## config.mk

```make
export PLATFORM = sky130hd
export DESIGN_NAME = rrt_ctrl
export DESIGN_NICKNAME = d
export VERILOG_FILES = /design/src/rrt_pkg.sv /design/src/rrt_ctrl.sv
export SDC_FILE = /design/constraint.sdc
export NUM_CORES = 1
export LEC_CHECK = 0
export BUFFER_PORTS_ARGS = -buffer_cell sky130_fd_sc_hd__clkbuf_2
export CAP_MARGIN = 10
export CORE_AREA = 2 2 39 41
export DETAILED_ROUTE_END_ITERATION = 10
export DIE_AREA = 0 0 41 43
export PLACE_DENSITY = 0.6
export SLEW_MARGIN = 10
export SYNTH_ARGS = -nofsm -noshare
export SYNTH_HDL_FRONTEND = slang
export SYNTH_SLANG_ARGS = --single-unit
```

## constraint.sdc

```tcl
create_clock -name clk -period 2 [get_ports clk]
set_input_delay 0 -clock clk [delete_from_list [all_inputs] [get_ports clk]]
set_output_delay 0 -clock clk [all_outputs]
set_load 0.05 [all_outputs]
```

## src/rrt_pkg.sv

```systemverilog
// shared types, constants and opcodes for the tree extension block
package rrt_pkg;

	localparam int MAX_NODES_DEF  = 1024;
	localparam int COORD_BITS_DEF = 24;
	localparam int CW             = COORD_BITS_DEF;
	localparam int STEP_W         = 23;
	localparam int LIM_W          = 10;
	localparam int IDX_W          = 10;
	localparam int LVL_W          = 11;
	localparam int CFG_IDX_W      = 3;
	localparam logic [LVL_W-1:0] LEVEL_MAX = 11'd2047;

	localparam logic [CFG_IDX_W-1:0] REG_STEP   = 3'd0;
	localparam logic [CFG_IDX_W-1:0] REG_GXLO   = 3'd1;
	localparam logic [CFG_IDX_W-1:0] REG_GXHI   = 3'd2;
	localparam logic [CFG_IDX_W-1:0] REG_GYLO   = 3'd3;
	localparam logic [CFG_IDX_W-1:0] REG_GYHI   = 3'd4;
	localparam logic [CFG_IDX_W-1:0] REG_EXTLIM = 3'd5;

	localparam logic OP_RESTART = 1'b0;
	localparam logic OP_EXTEND  = 1'b1;

	localparam logic [2:0] ST_STORED   = 3'd0;
	localparam logic [2:0] ST_GOAL     = 3'd1;
	localparam logic [2:0] ST_LIMIT    = 3'd2;
	localparam logic [2:0] ST_FINISHED = 3'd3;
	localparam logic [2:0] ST_RESTART  = 3'd4;

	typedef struct packed {
		logic                  op;
		logic signed [CW-1:0]  point_x;
		logic signed [CW-1:0]  point_y;
		logic signed [CW-1:0]  point_z;
	} in_beat_t;

	typedef struct packed {
		logic signed [CW-1:0]  new_x;
		logic signed [CW-1:0]  new_y;
		logic signed [CW-1:0]  new_z;
		logic [IDX_W-1:0]      node_index;
		logic [IDX_W-1:0]      parent_index;
		logic [LVL_W-1:0]      node_level;
		logic [2:0]            status;
	} out_beat_t;

	// controller to datapath commands
	typedef struct packed {
		logic load_in;      // capture input beat
		logic restart;      // write start node
		logic scan_start;   // begin nearest search
		logic steer_start;  // begin sqrt/divide
		logic commit;       // write new node, build result
		logic short_res;    // build result with given status, nothing stored
		logic [2:0] short_status;
	} rrt_cmd_t;

	// datapath to controller status
	typedef struct packed {
		logic scan_done;
		logic steer_done;
		logic op;
		logic limit_hit;
	} rrt_sts_t;

endpackage

```

## src/rrt_ctrl.sv

```systemverilog
// controller state machine for the tree extension block
module rrt_ctrl import rrt_pkg::*; (
	input  logic     clk,
	input  logic     arst_n,
	input  logic     in_valid,
	output logic     in_stall,
	output logic     out_valid,
	input  logic     out_stall,
	input  logic     finished,
	input  rrt_sts_t sts,
	output rrt_cmd_t cmd
);
	typedef enum logic [5:0] {
		S_IDLE   = 6'b000001,
		S_DECIDE = 6'b000010,
		S_SCAN   = 6'b000100,
		S_STEER  = 6'b001000,
		S_COMMIT = 6'b010000,
		S_OUT    = 6'b100000
	} state_t;

	state_t state_q, state_d;

	assign in_stall  = (state_q != S_IDLE);
	assign out_valid = (state_q == S_OUT);

	always_comb begin
		state_d = state_q;
		cmd = '0;
		case (state_q)
			S_IDLE: begin
				if (in_valid) begin
					cmd.load_in = 1'b1;
					state_d = S_DECIDE;
				end
			end
			S_DECIDE: begin
				if (sts.op == OP_RESTART) begin
					cmd.restart = 1'b1;
					state_d = S_OUT;
				end else if (finished) begin
					cmd.short_res = 1'b1;
					cmd.short_status = ST_FINISHED;
					state_d = S_OUT;
				end else if (sts.limit_hit) begin
					cmd.short_res = 1'b1;
					cmd.short_status = ST_LIMIT;
					state_d = S_OUT;
				end else begin
					cmd.scan_start = 1'b1;
					state_d = S_SCAN;
				end
			end
			S_SCAN: begin
				if (sts.scan_done) begin
					cmd.steer_start = 1'b1;
					state_d = S_STEER;
				end
			end
			S_STEER: begin
				if (sts.steer_done) begin
					state_d = S_COMMIT;
				end
			end
			S_COMMIT: begin
				cmd.commit = 1'b1;
				state_d = S_OUT;
			end
			S_OUT: begin
				if (!out_stall) begin
					state_d = S_IDLE;
				end
			end
			default: state_d = S_IDLE;
		endcase
	end

	always_ff @(posedge clk or negedge arst_n) begin
		if (!arst_n) begin
			state_q <= S_IDLE;
		end else begin
			state_q <= state_d;
		end
	end
endmodule

```

==> results of run 1 <==
[kinds of logic (layout without fill, tap and decap cells)]
kind of cell	after synthesis	after routing	synth area share
AO/OA/AOI/OAI	8	8	0.1305
XOR/XNOR	1	1	0.01828
flip-flops	6	6	0.3159
buffers and inverters	6	29	0.1018
other	1	1	0.007825
AND/OR/NAND/NOR	33	33	0.4256
[cell usage in the layout, fill, tap and decap left out, drive strengths merged, types with 3 or more instances in the layout]
master   n
dfrtp    5
buf      4
nor2     5
nor3     3
nand2    5
and3     3
nor3b    5
clkbuf  22
nor2b    3
[cell type report]
type,count,area [um^2],area share
Tap cell,16,20.02,0.03089
Timing Repair Buffer,24,142.6,0.2201
Sequential cell,6,151.4,0.2336
Inverter,1,3.754,0.005792
Multi-Input combinational cell,43,304.0,0.4691
Clock buffer,4,26.28,0.04054
[power by group through the flow]
stage               Sequential [mW]  Combinational (mW)  Clock (mW)
floorplan                     0.187               0.342           0
global placement              0.187               0.448           0
detailed placement            0.187               0.450           0
CTS                           0.185               0.454       0.122
global route                  0.191               0.501       0.128
finish                        0.187               0.458       0.120
[worst min-delay path, delay by kind of cell]
kind	cells	cell delay, ns
AO/OA/AOI/OAI	1	0.05
buffers and inverters	1	0.09
AND/OR/NAND/NOR	1	0.10
[per-stage QoR]
stage                     total power, mW  std cells  setup WS [ns]  hold WS (ns)
after global placement             0.6349         88         0.2320       -0.1624
after floorplan                    0.5292         55        0.05380       -0.2956
final                              0.7650         94         0.1948       0.03914
after CTS                          0.7613         94        0.09482       0.03873
after global routing               0.8198         94         0.1001       0.04800
after detailed placement           0.6367         88         0.2060       -0.1657
[cell usage after synthesis (2+ instances only)]
cell      count
nand2_1       5
a21oi_1       2
and3_1        3
nor2_1        5
o21ai_0       2
nand3b_1      2
nor4_1        2
nor3b_1       5
buf_4         3
dfrtp_1       5
nor2b_1       3
nor3_1        3
buf_6         2
[worst min path at each step]
stage / start / end
final: sts[2] / state_q[3]
after detailed placement: arst_n / state_q[3]
after CTS: sts[2] / state_q[3]
after global placement: arst_n / state_q[3]
after floorplan: arst_n / state_q[1]
after global routing: sts[2] / state_q[3]
[per-layer routing]
| layer | vias up | track usage |
|---|---|---|
| li1 | 242 | - |
| met1 | 219 | 0.1974 |
| met2 | 14 | 0.2375 |
| met3 | 0 | 0.03141 |
| met4 | 0 | 0.04000 |
| met5 | - | 0 |
[what timing repair did]
action / 4_1_cts / 5_1_grt
setup endpoints to repair: 0 / 3
setup buffers: 0 / 0
hold buffers: 2 / 0
hold endpoints to repair: 7 / 0
gates resized for setup: 0 / 4
==> qor.csv, run 1 <==
stage,metric,value,unit
run_status,status,"finished, final reports clean",
job,Max Cap Viol,0,
power_and_ir_drop,part of the power in registers,0.244,
global_route,first-pass GRT wire length,1842,um
layout,Final #Nets,88,
clocking,CTS tree,done,
power_and_ir_drop,Static Leak,0.3175,nW
layout,Biggest register,state_q,
power_and_ir_drop,worst IR drop on VDD,0.6590,mV
critical_path,crit path DAT,1.81,ns
layout,biggest regs,state_q (6),
clocking,CTS root buffer,clkbuf_4,
floorplanning,Core ar.,0.001384,mm^2
layout,diode count,0,
place,GP Congestion,0.7600,
routing,Post-Route M1 WL,515,um
synth,Syn. warnings,0,
clocking,Longest Clk Path Bufs,2,
critical_path,Worst Reg-to-Reg Cells,4,
layout,layout cell share with drive strength beyond 1,0.4744,
min_path,worst hold path depth,3,
critical_path,WP data required,2.00,ns
critical_path,peak fanout along the critical path,9,
global_route,number of global-route vias before repair,472,
synth,area of the mapped netlist,479.2,um^2
critical_path,Critical path buffers and inverters,1,
synth,"Seq/Total Area, Yosys",0.3159,
layout,utilization after layout,0.4684,
power_and_ir_drop,Comb power frac,0.599,
layout,Fill cells,145,
critical_path,crit-path leading delay family,simple AND/OR/NAND/NOR gates,
timing,Final period util,0.9026,
place,Placed Area,591.8,um^2
power_and_ir_drop,Net Sw Frac,0.4862,
synth,ys async rst share,1.000,
routing,vias,475,
global_route,GRT Util Overall,0.1496,
power_and_ir_drop,PwrDens,1180,mW/mm^2
synth,post-synth top area cell,dfrtp_1,
timing,setup TNS,0,ns
synth,register bit count reported by yosys,6,
critical_path,r2r endpoint,state_q[4],
routing,top layer in use,met3,
critical_path,Worst R2R Setup Slack,0.21,ns
critical_path,r2r startpoint,state_q[1],
synth,average size of a mapped cell,8.713,um^2
floorplanning,Die Wd,41,um
critical_path,Crit. Startpoint,state_q[4],
global_route,largest net degree at the start of global routing,10,
place,# port buffers,18,
critical_path,Setup CP Type,register to output port,
synth,ys flop type,dfrtp_1,
critical_path,Worst Setup Start Kind,register,
critical_path,worst setup path end,cmd[3],
layout,Area Growth Syn to Fin,35.25,%
critical_path,kind of end point of the critical path,output port,
floorplanning,cell row count,14,
synth,number of synthesized flops with an enable pin,0,
floorplanning,io pins,20,
timing,Final Hold Vio Count,0,
timing,endpoints failing setup,0,
clocking,worst skew pair latency,0.24,ns
timing,Pins Over Slew Limit,0,
timing,fmax,554.0,MHz
routing,final WL,1067,um
clocking,clk sinks,6,
layout,Largest register FFs,6,
power_and_ir_drop,Net Sw Power,372.0,uW
routing,Starting DRT DRC Count,3,
floorplanning,Die Area,0.001763,mm^2
synth,Synth area leaders,"dfrtp_1, nor3b_1, dfstp_2",
clocking,H-tree levels,1,
routing,average wire per standard cell,11.35,um
place,DP HPWL,884.7,um
routing,Initial DRT Pass Iterations,2,
floorplanning,Die Y,43,um
global_route,initial antenna violation count,0,
timing,RSZ-0062 raised after global routing,false,
critical_path,worst-path cell chain,nor4_2 -> and2_2 -> nand2_1 -> nor2_2 -> clkbuf_2,
power_and_ir_drop,Clk network pwr share,0.157,
routing,metal3 WL,61,um
global_route,global route total overflow,0,
critical_path,slowest CP cell,dfrtp_1,
synth,distinct cell type count after synthesis,26,
routing,drc violations,0,
power_and_ir_drop,P_int,393.1,uW
critical_path,crit-path max cell delay,0.49,ns
synth,Mapped Cells,55,
floorplanning,Starting Density,0.3463,
timing,final setup skew,0.005277,ns
clocking,Num CTS Buffers,3,
synth,syn nets,64,
critical_path,CP Depth,5,
routing,post-route ant nets,0,
timing,fin crit period,1.805,ns
routing,vias per inst,5.053,
layout,post-route cell area,648.1,um^2
clocking,Worst-path clk slew,0.05,ns
min_path,HP Class,input port to register,
synth,top-area cell type share of the netlist area,0.2611,
routing,WL met2,490,um
Power figures use the tool's default switching activity.
==> inputs of run 2 (changes only) <==
==> config.mk (replaced) <==
export PLATFORM = sky130hd
export DESIGN_NAME = rrt_ctrl
export DESIGN_NICKNAME = d
export VERILOG_FILES = /design/src/rrt_pkg.sv /design/src/rrt_ctrl.sv
export SDC_FILE = /design/constraint.sdc
export NUM_CORES = 1
export LEC_CHECK = 0
export ABC_AREA = 1
export BUFFER_PORTS_ARGS = -buffer_cell sky130_fd_sc_hd__clkbuf_2
export CAP_MARGIN = 10
export CELL_PAD_IN_SITES_DETAIL_PLACEMENT = 1
export CELL_PAD_IN_SITES_GLOBAL_PLACEMENT = 2
export CORE_UTILIZATION = 22
export DETAILED_ROUTE_END_ITERATION = 10
export PLACE_DENSITY = 0.71
export SYNTH_ARGS = -nofsm -noshare
export SYNTH_HDL_FRONTEND = slang
export SYNTH_SLANG_ARGS = --single-unit
==> run 2 against run 1 <==
Power decreased by 9.4%. Die area increased by 20%. Critical path depth increased by 1. Final area decreased by 12%. Fmax increased by 14%. Final cell count increased by 12%. First-iteration DRC count increased by 33%. Sequential cell count unchanged. Worst hold slack got worse by 0.023 ns. Register-to-register slack improved by 0.61 ns. Utilization decreased by 15 points.
==> qor.csv, run 2 <==
stage,metric,value,unit,change
run_status,status,"finished, final reports clean",,
synth,Synth area leaders,"dfrtp_1, nor2_1, inv_1",,
global_route,global route total overflow,0,,unchanged
power_and_ir_drop,Static Leak,0.3460,nW,+9.0%
critical_path,worst-path cell chain,nor2_4 -> nand4_2 -> inv_2 -> nand2_2 -> a21oi_2 -> clkbuf_2,,
synth,top-area cell type share of the netlist area,0.2941,,+0.03302
global_route,GRT Util Overall,0.1197,,-0.02994
synth,"Seq/Total Area, Yosys",0.3559,,+0.03996
synth,post-synth top area cell,dfrtp_1,,
layout,Final #Nets,90,,+2.3%
layout,biggest regs,state_q (6),,
routing,final WL,1057,um,-0.94%
critical_path,crit-path leading delay family,simple AND/OR/NAND/NOR gates,,
clocking,CTS tree,done,,
timing,Final period util,0.7918,,-0.1108
layout,"most common cell after layout, fill and taps aside",clkbuf_2,,
place,DP HPWL,926.9,um,+4.8%
critical_path,slowest CP cell,dfrtp_1,,
timing,endpoints failing setup,0,,unchanged
critical_path,crit path DAT,1.58,ns,-0.23 ns
routing,Initial DRT Pass Iterations,3,,+1
clocking,worst skew pair latency,0.25,ns,about the same
critical_path,Setup CP Type,register to output port,,
synth,number of synthesized flops with an enable pin,0,,unchanged
layout,diode count,0,,unchanged
clocking,Worst-path clk slew,0.05,ns,about the same
synth,synth cell count leaders,"nor2_1, inv_1, nand2_1, nand3_1",,
place,GP Congestion,0.7398,,-2.7%
floorplanning,Die Y,45.98,um,+6.9%
place,Setup WS pre-CTS,0.6737,ns,+0.4677 ns
place,# port buffers,18,,unchanged
synth,area of the mapped netlist,425.4,um^2,-11%
global_route,first-pass GRT wire length,1745,um,-5.3%
power_and_ir_drop,Comb power frac,0.548,,-0.051
power_and_ir_drop,P_int,328.4,uW,-16%
clocking,Num CTS Buffers,3,,unchanged
global_route,number of global-route vias before repair,413,,-13%
routing,drc violations,0,,unchanged
synth,distinct cell type count after synthesis,18,,-31%
routing,vias per inst,4.200,,-17%
layout,Fill cells,246,,+70%
layout,Biggest register,state_q,,
routing,post-route ant nets,0,,unchanged
critical_path,WP data required,2.00,ns,about the same
clocking,clk sinks,6,,unchanged
critical_path,peak fanout along the critical path,7,,-2
routing,metal3 WL,57,um,-6.6%
synth,register bit count reported by yosys,6,,unchanged
timing,setup TNS,0,ns,unchanged
critical_path,Critical path buffers and inverters,2,,+1
floorplanning,Starting Density,0.2411,,-0.1052
power_and_ir_drop,worst IR drop on VDD,0.3750,mV,-43%
routing,Starting DRT DRC Count,4,,+1
routing,WL met2,497,um,+1.4%
power_and_ir_drop,Net Sw Power,364.8,uW,-1.9%
global_route,initial antenna violation count,0,,unchanged
layout,Largest register FFs,6,,unchanged
power_and_ir_drop,Net Sw Frac,0.5262,,+0.04001
power_and_ir_drop,PwrDens,1220,mW/mm^2,+3.4%
floorplanning,io pins,20,,unchanged
synth,most numerous cell in the Yosys netlist,nor2_1,,
synth,ys async rst share,1.000,,unchanged
floorplanning,cell row count,15,,+1
power_and_ir_drop,part of the power in registers,0.275,,+0.031
floorplanning,Core ar.,0.001764,mm^2,+27%
routing,Post-Route M1 WL,488,um,-5.2%
critical_path,kind of end point of the critical path,output port,,
routing,vias,441,,-7.2%
timing,fin crit period,1.584,ns,-0.2216 ns
global_route,largest net degree at the start of global routing,8,,-2
routing,average wire per standard cell,10.07,um,-11%
layout,layout cell share with drive strength beyond 1,0.3875,,-0.08686
synth,average size of a mapped cell,7.210,um^2,-17%
job,Max Cap Viol,0,,unchanged
timing,Pins Over Slew Limit,0,,unchanged
synth,syn nets,68,,+6.3%
critical_path,Worst Setup Start Kind,register,,
floorplanning,Die Area,0.002114,mm^2,+20%
synth,Mapped Cells,59,,+7.3%
layout,Area Growth Syn to Fin,33.53,%,
critical_path,crit-path max cell delay,0.40,ns,-0.09 ns
clocking,Longest Clk Path Bufs,2,,unchanged
synth,Syn. warnings,0,,unchanged
place,Placed Area,531.8,um^2,-10%
timing,RSZ-0062 raised after global routing,false,,
timing,Final Hold Vio Count,0,,unchanged
timing,Final WS setup,0.4164,ns,+0.2216 ns
layout,post-route cell area,568.0,um^2,-12%
clocking,CTS root buffer,clkbuf_4,,
timing,fmax,631.5,MHz,+14%
min_path,HP Class,input port to register,,
layout,"commonest cells after routing, fill and taps aside","clkbuf_2, nor2_1, inv_1",,
floorplanning,Die Wd,45.98,um,+12%
routing,top layer in use,met4,,
clocking,H-tree levels,1,,unchanged
power_and_ir_drop,Clk network pwr share,0.177,,+0.020
timing,final setup skew,0.007566,ns,+0.002289 ns
synth,ys flop type,dfrtp_1,,
==> run 2: cell types whose count changed after synthesis, moves of 3 or more <==
cell,before,now
inv_1,1,9
nand3_1,0,6
nor2_1,5,11
nor3b_1,5,0
nor2_4,0,3
nor2b_1,3,0
nand4_1,0,5
==> run 2: cell families (layout without fill, tap and decap cells) <==
logic type	Yosys count	in the layout	synth area share
AOI/OAI and AO/OA	3	3	0.04412
DFF	6	6	0.3559
other	1	1	0.008815
buffers and inverters	13	34	0.1323
and+or+nand+nor	36	36	0.4588
==> run 2: per-stage QoR <==
stage | total power, mW | std cells | hold WS, ns | utilization
global route | 0.7471 | 105 | 0.04600 | 0.3220
CTS | 0.7033 | 105 | 0.01403 | 0.3220
finish | 0.6931 | 105 | 0.01648 | 0.3220
detailed placement | 0.5744 | 100 | -0.1668 | 0.3014
global placement | 0.5730 | 100 | -0.1713 | 0.3014
floorplan | 0.4948 | 59 | -0.2956 | -
==> run 2: repair_timing <==
action                     in CTS  in global routing
hold buffers                    1                  0
setup endpoints to repair       0                  0
setup buffers                   0                  0
resized for setup               0                  0
hold endpoints to repair        6                  0
==> run 2: routing by layer <==
layer / GRT usage / vias to the layer above
met4: 0.08824 / 0
met2: 0.1746 / 15
met5: 0 / -
li1: - / 227
met1: 0.1587 / 197
met3: 0.01587 / 2
==> run 2: power groups by stage <==
stage | Combinational [mW] | Clock, mW | Sequential [mW]
2_1_floorplan | 0.307 | 0 | 0.188
3_3_place_gp | 0.381 | 0 | 0.192
3_5_place_dp | 0.382 | 0 | 0.193
4_1_cts | 0.385 | 0.128 | 0.191
5_1_grt | 0.420 | 0.134 | 0.193
6_report | 0.380 | 0.123 | 0.190
==> run 2: worst min-delay path: stages <==
cell      delay, ns
clkbuf_2       0.08
inv_1          0.08
o21ai_1        0.07
==> run 2: cell type report <==
| class | count | area (um^2) | share of cell area |
|---|---|---|---|
| sequential | 6 | 151.4 | 0.2665 |
| clock buffer | 4 | 26.28 | 0.04626 |
| inverter | 11 | 41.29 | 0.07269 |
| multi-input combinational | 40 | 217.7 | 0.3833 |
| tap | 25 | 31.28 | 0.05507 |
| timing repair buffer | 19 | 100.1 | 0.1762 |
==> run 2: path summary, 6_finish.rpt <==
path	end	slack, ns	depth (start not counted)	startpoint
max in group asynchronous	state_q[0]	1.66	2	arst_n
min	state_q[3]	0.02	3	sts[3]
max	cmd[3]	0.42	6	state_q[5]
min in group asynchronous	state_q[5]	0.11	2	arst_n
min reg2reg	state_q[0]	0.65	4	state_q[0]
max reg2reg	state_q[0]	0.82	7	state_q[0]
==> inputs of run 3 (changes only) <==
==> constraint.sdc (replaced) <==
create_clock -name clk -period 1.5 [get_ports clk]
set_input_delay 0 -clock clk [delete_from_list [all_inputs] [get_ports clk]]
set_output_delay 0 -clock clk [all_outputs]
set_load 0.05 [all_outputs]
==> run 3 against run 2 <==
Power up 44%. Clock power up 32%. Non-clock buffer count up 2. Setup slack worse by 0.34 ns. Clock skew down 0.0057 ns. Utilization up 3.8 points. Final area up 12%. Final cell count up 1.9%. Register-to-register slack worse by 0.51 ns. Sequential power up 35%. Combinational power up 53%. Critical path depth down 1. Critical path type unchanged.
==> qor.csv, run 3 (synthesis results as in run 2) <==
stage,metric,value,unit,change
run_status,status,"finished, final reports clean",,
critical_path,WP data required,1.50,ns,-0.50 ns
timing,fmax,700.2,MHz,
floorplanning,Starting Density,0.2411,,unchanged
clocking,Worst-path clk slew,0.05,ns,about the same
clocking,Num CTS Buffers,3,,unchanged
place,# port buffers,18,,unchanged
timing,Final period util,0.9521,,
layout,Biggest register,state_q,,
place,DP HPWL,915.9,um,-1.2%
place,DP Cell Count,102,,+2.0%
routing,post-route ant nets,0,,unchanged
min_path,hold endpoint,state_q[3],,
layout,Final #Nets,92,,+2.2%
place,Setup WS pre-CTS,0.2292,ns,-0.4444 ns
timing,Pins Over Slew Limit,0,,unchanged
power_and_ir_drop,Design Power,998.5,uW,+44%
layout,Area Growth Syn to Fin,49.12,%,
job,Max Cap Viol,0,,unchanged
layout,Fill cells,244,,-0.81%
place,GP Congestion,0.7035,,-4.9%
critical_path,r2r startpoint,state_q[3],,
routing,Initial DRT Pass Iterations,2,,-1
timing,Final WS setup,0.07192,ns,-0.3445 ns
routing,vias,457,,+3.6%
global_route,first-pass GRT wire length,1690,um,-3.2%
clocking,Longest Clk Path Bufs,2,,unchanged
layout,"most common cell after layout, fill and taps aside",clkbuf_2,,
critical_path,Setup CP Type,register to output port,,
clocking,Setup Buffers After CTS,0,,unchanged
timing,WHS,0.02675,ns,+0.01028 ns
floorplanning,Die Area,0.002114,mm^2,unchanged
critical_path,kind of end point of the critical path,output port,,
clocking,H-tree levels,1,,unchanged
global_route,largest net degree at the start of global routing,8,,unchanged
layout,"commonest cells after routing, fill and taps aside","clkbuf_2, inv_1, nor2_1",,
floorplanning,io pins,20,,unchanged
layout,Largest register FFs,6,,unchanged
critical_path,r2r endpoint,state_q[0],,
floorplanning,Die Y,45.98,um,unchanged
power_and_ir_drop,PwrDens,1574,mW/mm^2,+29%
routing,drc violations,0,,unchanged
timing,RSZ-0062 raised after global routing,true,,
critical_path,peak fanout along the critical path,5,,-2
layout,fin cells,107,,+1.9%
timing,fin crit period,1.428,ns,
critical_path,Worst Reg-to-Reg Cells,7,,unchanged
global_route,global route total overflow,0,,unchanged
floorplanning,Die Wd,45.98,um,unchanged
routing,Starting DRT DRC Count,3,,-1
clocking,CTS tree,done,,
min_path,hold path startpoint,sts[3],,
min_path,HP Class,input port to register,,
power_and_ir_drop,worst IR drop on VDD,0.7862,mV,+110%
layout,layout cell share with drive strength beyond 1,0.4390,,+0.05152
layout,diode count,0,,unchanged
global_route,GRT Util Overall,0.1134,,-0.006330
critical_path,crit path DAT,1.43,ns,-0.15 ns
clocking,worst skew pair latency,0.24,ns,about the same
routing,final WL,1035,um,-2.1%
timing,Final Hold Vio Count,0,,unchanged
routing,average wire per standard cell,9.673,um,-3.9%
clocking,clk sinks,6,,unchanged
critical_path,Worst R2R Setup Slack,0.31,ns,-0.51 ns
min_path,worst hold path depth,3,,unchanged
clocking,CTS root buffer,clkbuf_4,,
critical_path,Worst Setup Start Kind,register,,
timing,final setup skew,0.001884,ns,-0.005682 ns
routing,vias per inst,4.271,,+1.7%
timing,endpoints failing setup,0,,unchanged
global_route,initial antenna violation count,0,,unchanged
layout,biggest regs,state_q (6),,
floorplanning,cell row count,15,,unchanged
floorplanning,Core ar.,0.001764,mm^2,unchanged
global_route,number of global-route vias before repair,426,,+3.1%
power_and_ir_drop,Static Leak,0.3530,nW,+2.0%
## run 3: how the worst max path moves through the flow
stage | startpoint | depth (start not counted) | endpoint
after floorplan | state_q[5] | 6 | cmd[3]
after global placement | state_q[3] | 6 | cmd[1]
after detailed placement | state_q[3] | 6 | cmd[1]
after CTS | state_q[3] | 6 | cmd[1]
after global routing | state_q[5] | 5 | cmd[5]
final | state_q[3] | 5 | cmd[4]
## run 3: layout make-up
class	instances	area, um^2	area share
clock buffer	4	26.28	0.04142
inverter	11	41.29	0.06509
multi-input combinational	40	249.0	0.3925
sequential	6	151.4	0.2387
tap	25	31.28	0.04931
timing repair buffer	21	135.1	0.2130
## run 3: power by group
part	switching (mW)	internal [mW]
combinational	0.410	0.170
clock	0.0610	0.101
sequential	0.0479	0.209
total	0.519	0.479
## run 3: per-stage QoR
step | util | area (um^2) | TNS, ns
6_report | 0.3596 | 634.4 | 0
3_5_place_dp | 0.3227 | 569.3 | 0
3_3_place_gp | 0.3227 | 569.3 | 0
4_1_cts | 0.3461 | 610.6 | 0
5_1_grt | 0.3596 | 634.4 | -0.009246
2_1_floorplan | - | 447.9 | 0
## run 3: critical path, stage by stage (launching register included)
cell and delay (ns):
dfrtp_1 0.41, nor2_4 0.15, buf_4 0.16, nand4_1 0.13, inv_1 0.08, buf_2 0.25
## run 3: per-layer routing
metal	routed length, um	GRT usage	vias up
met4	0	0.01765	0
li1	-	-	230
met1	514	0.1522	216
met5	0	0	-
met3	43	0.04762	0
met2	477	0.1718	11
## run 3: timing repair
| item | in CTS | in global routing |
|---|---|---|
| gates resized for setup | 2 | 14 |
| endpoints found under the hold margin | 6 | 0 |
| endpoints found under the setup margin | 2 | 6 |
| gates cloned | 0 | 0 |
| hold buffers | 1 | 0 |
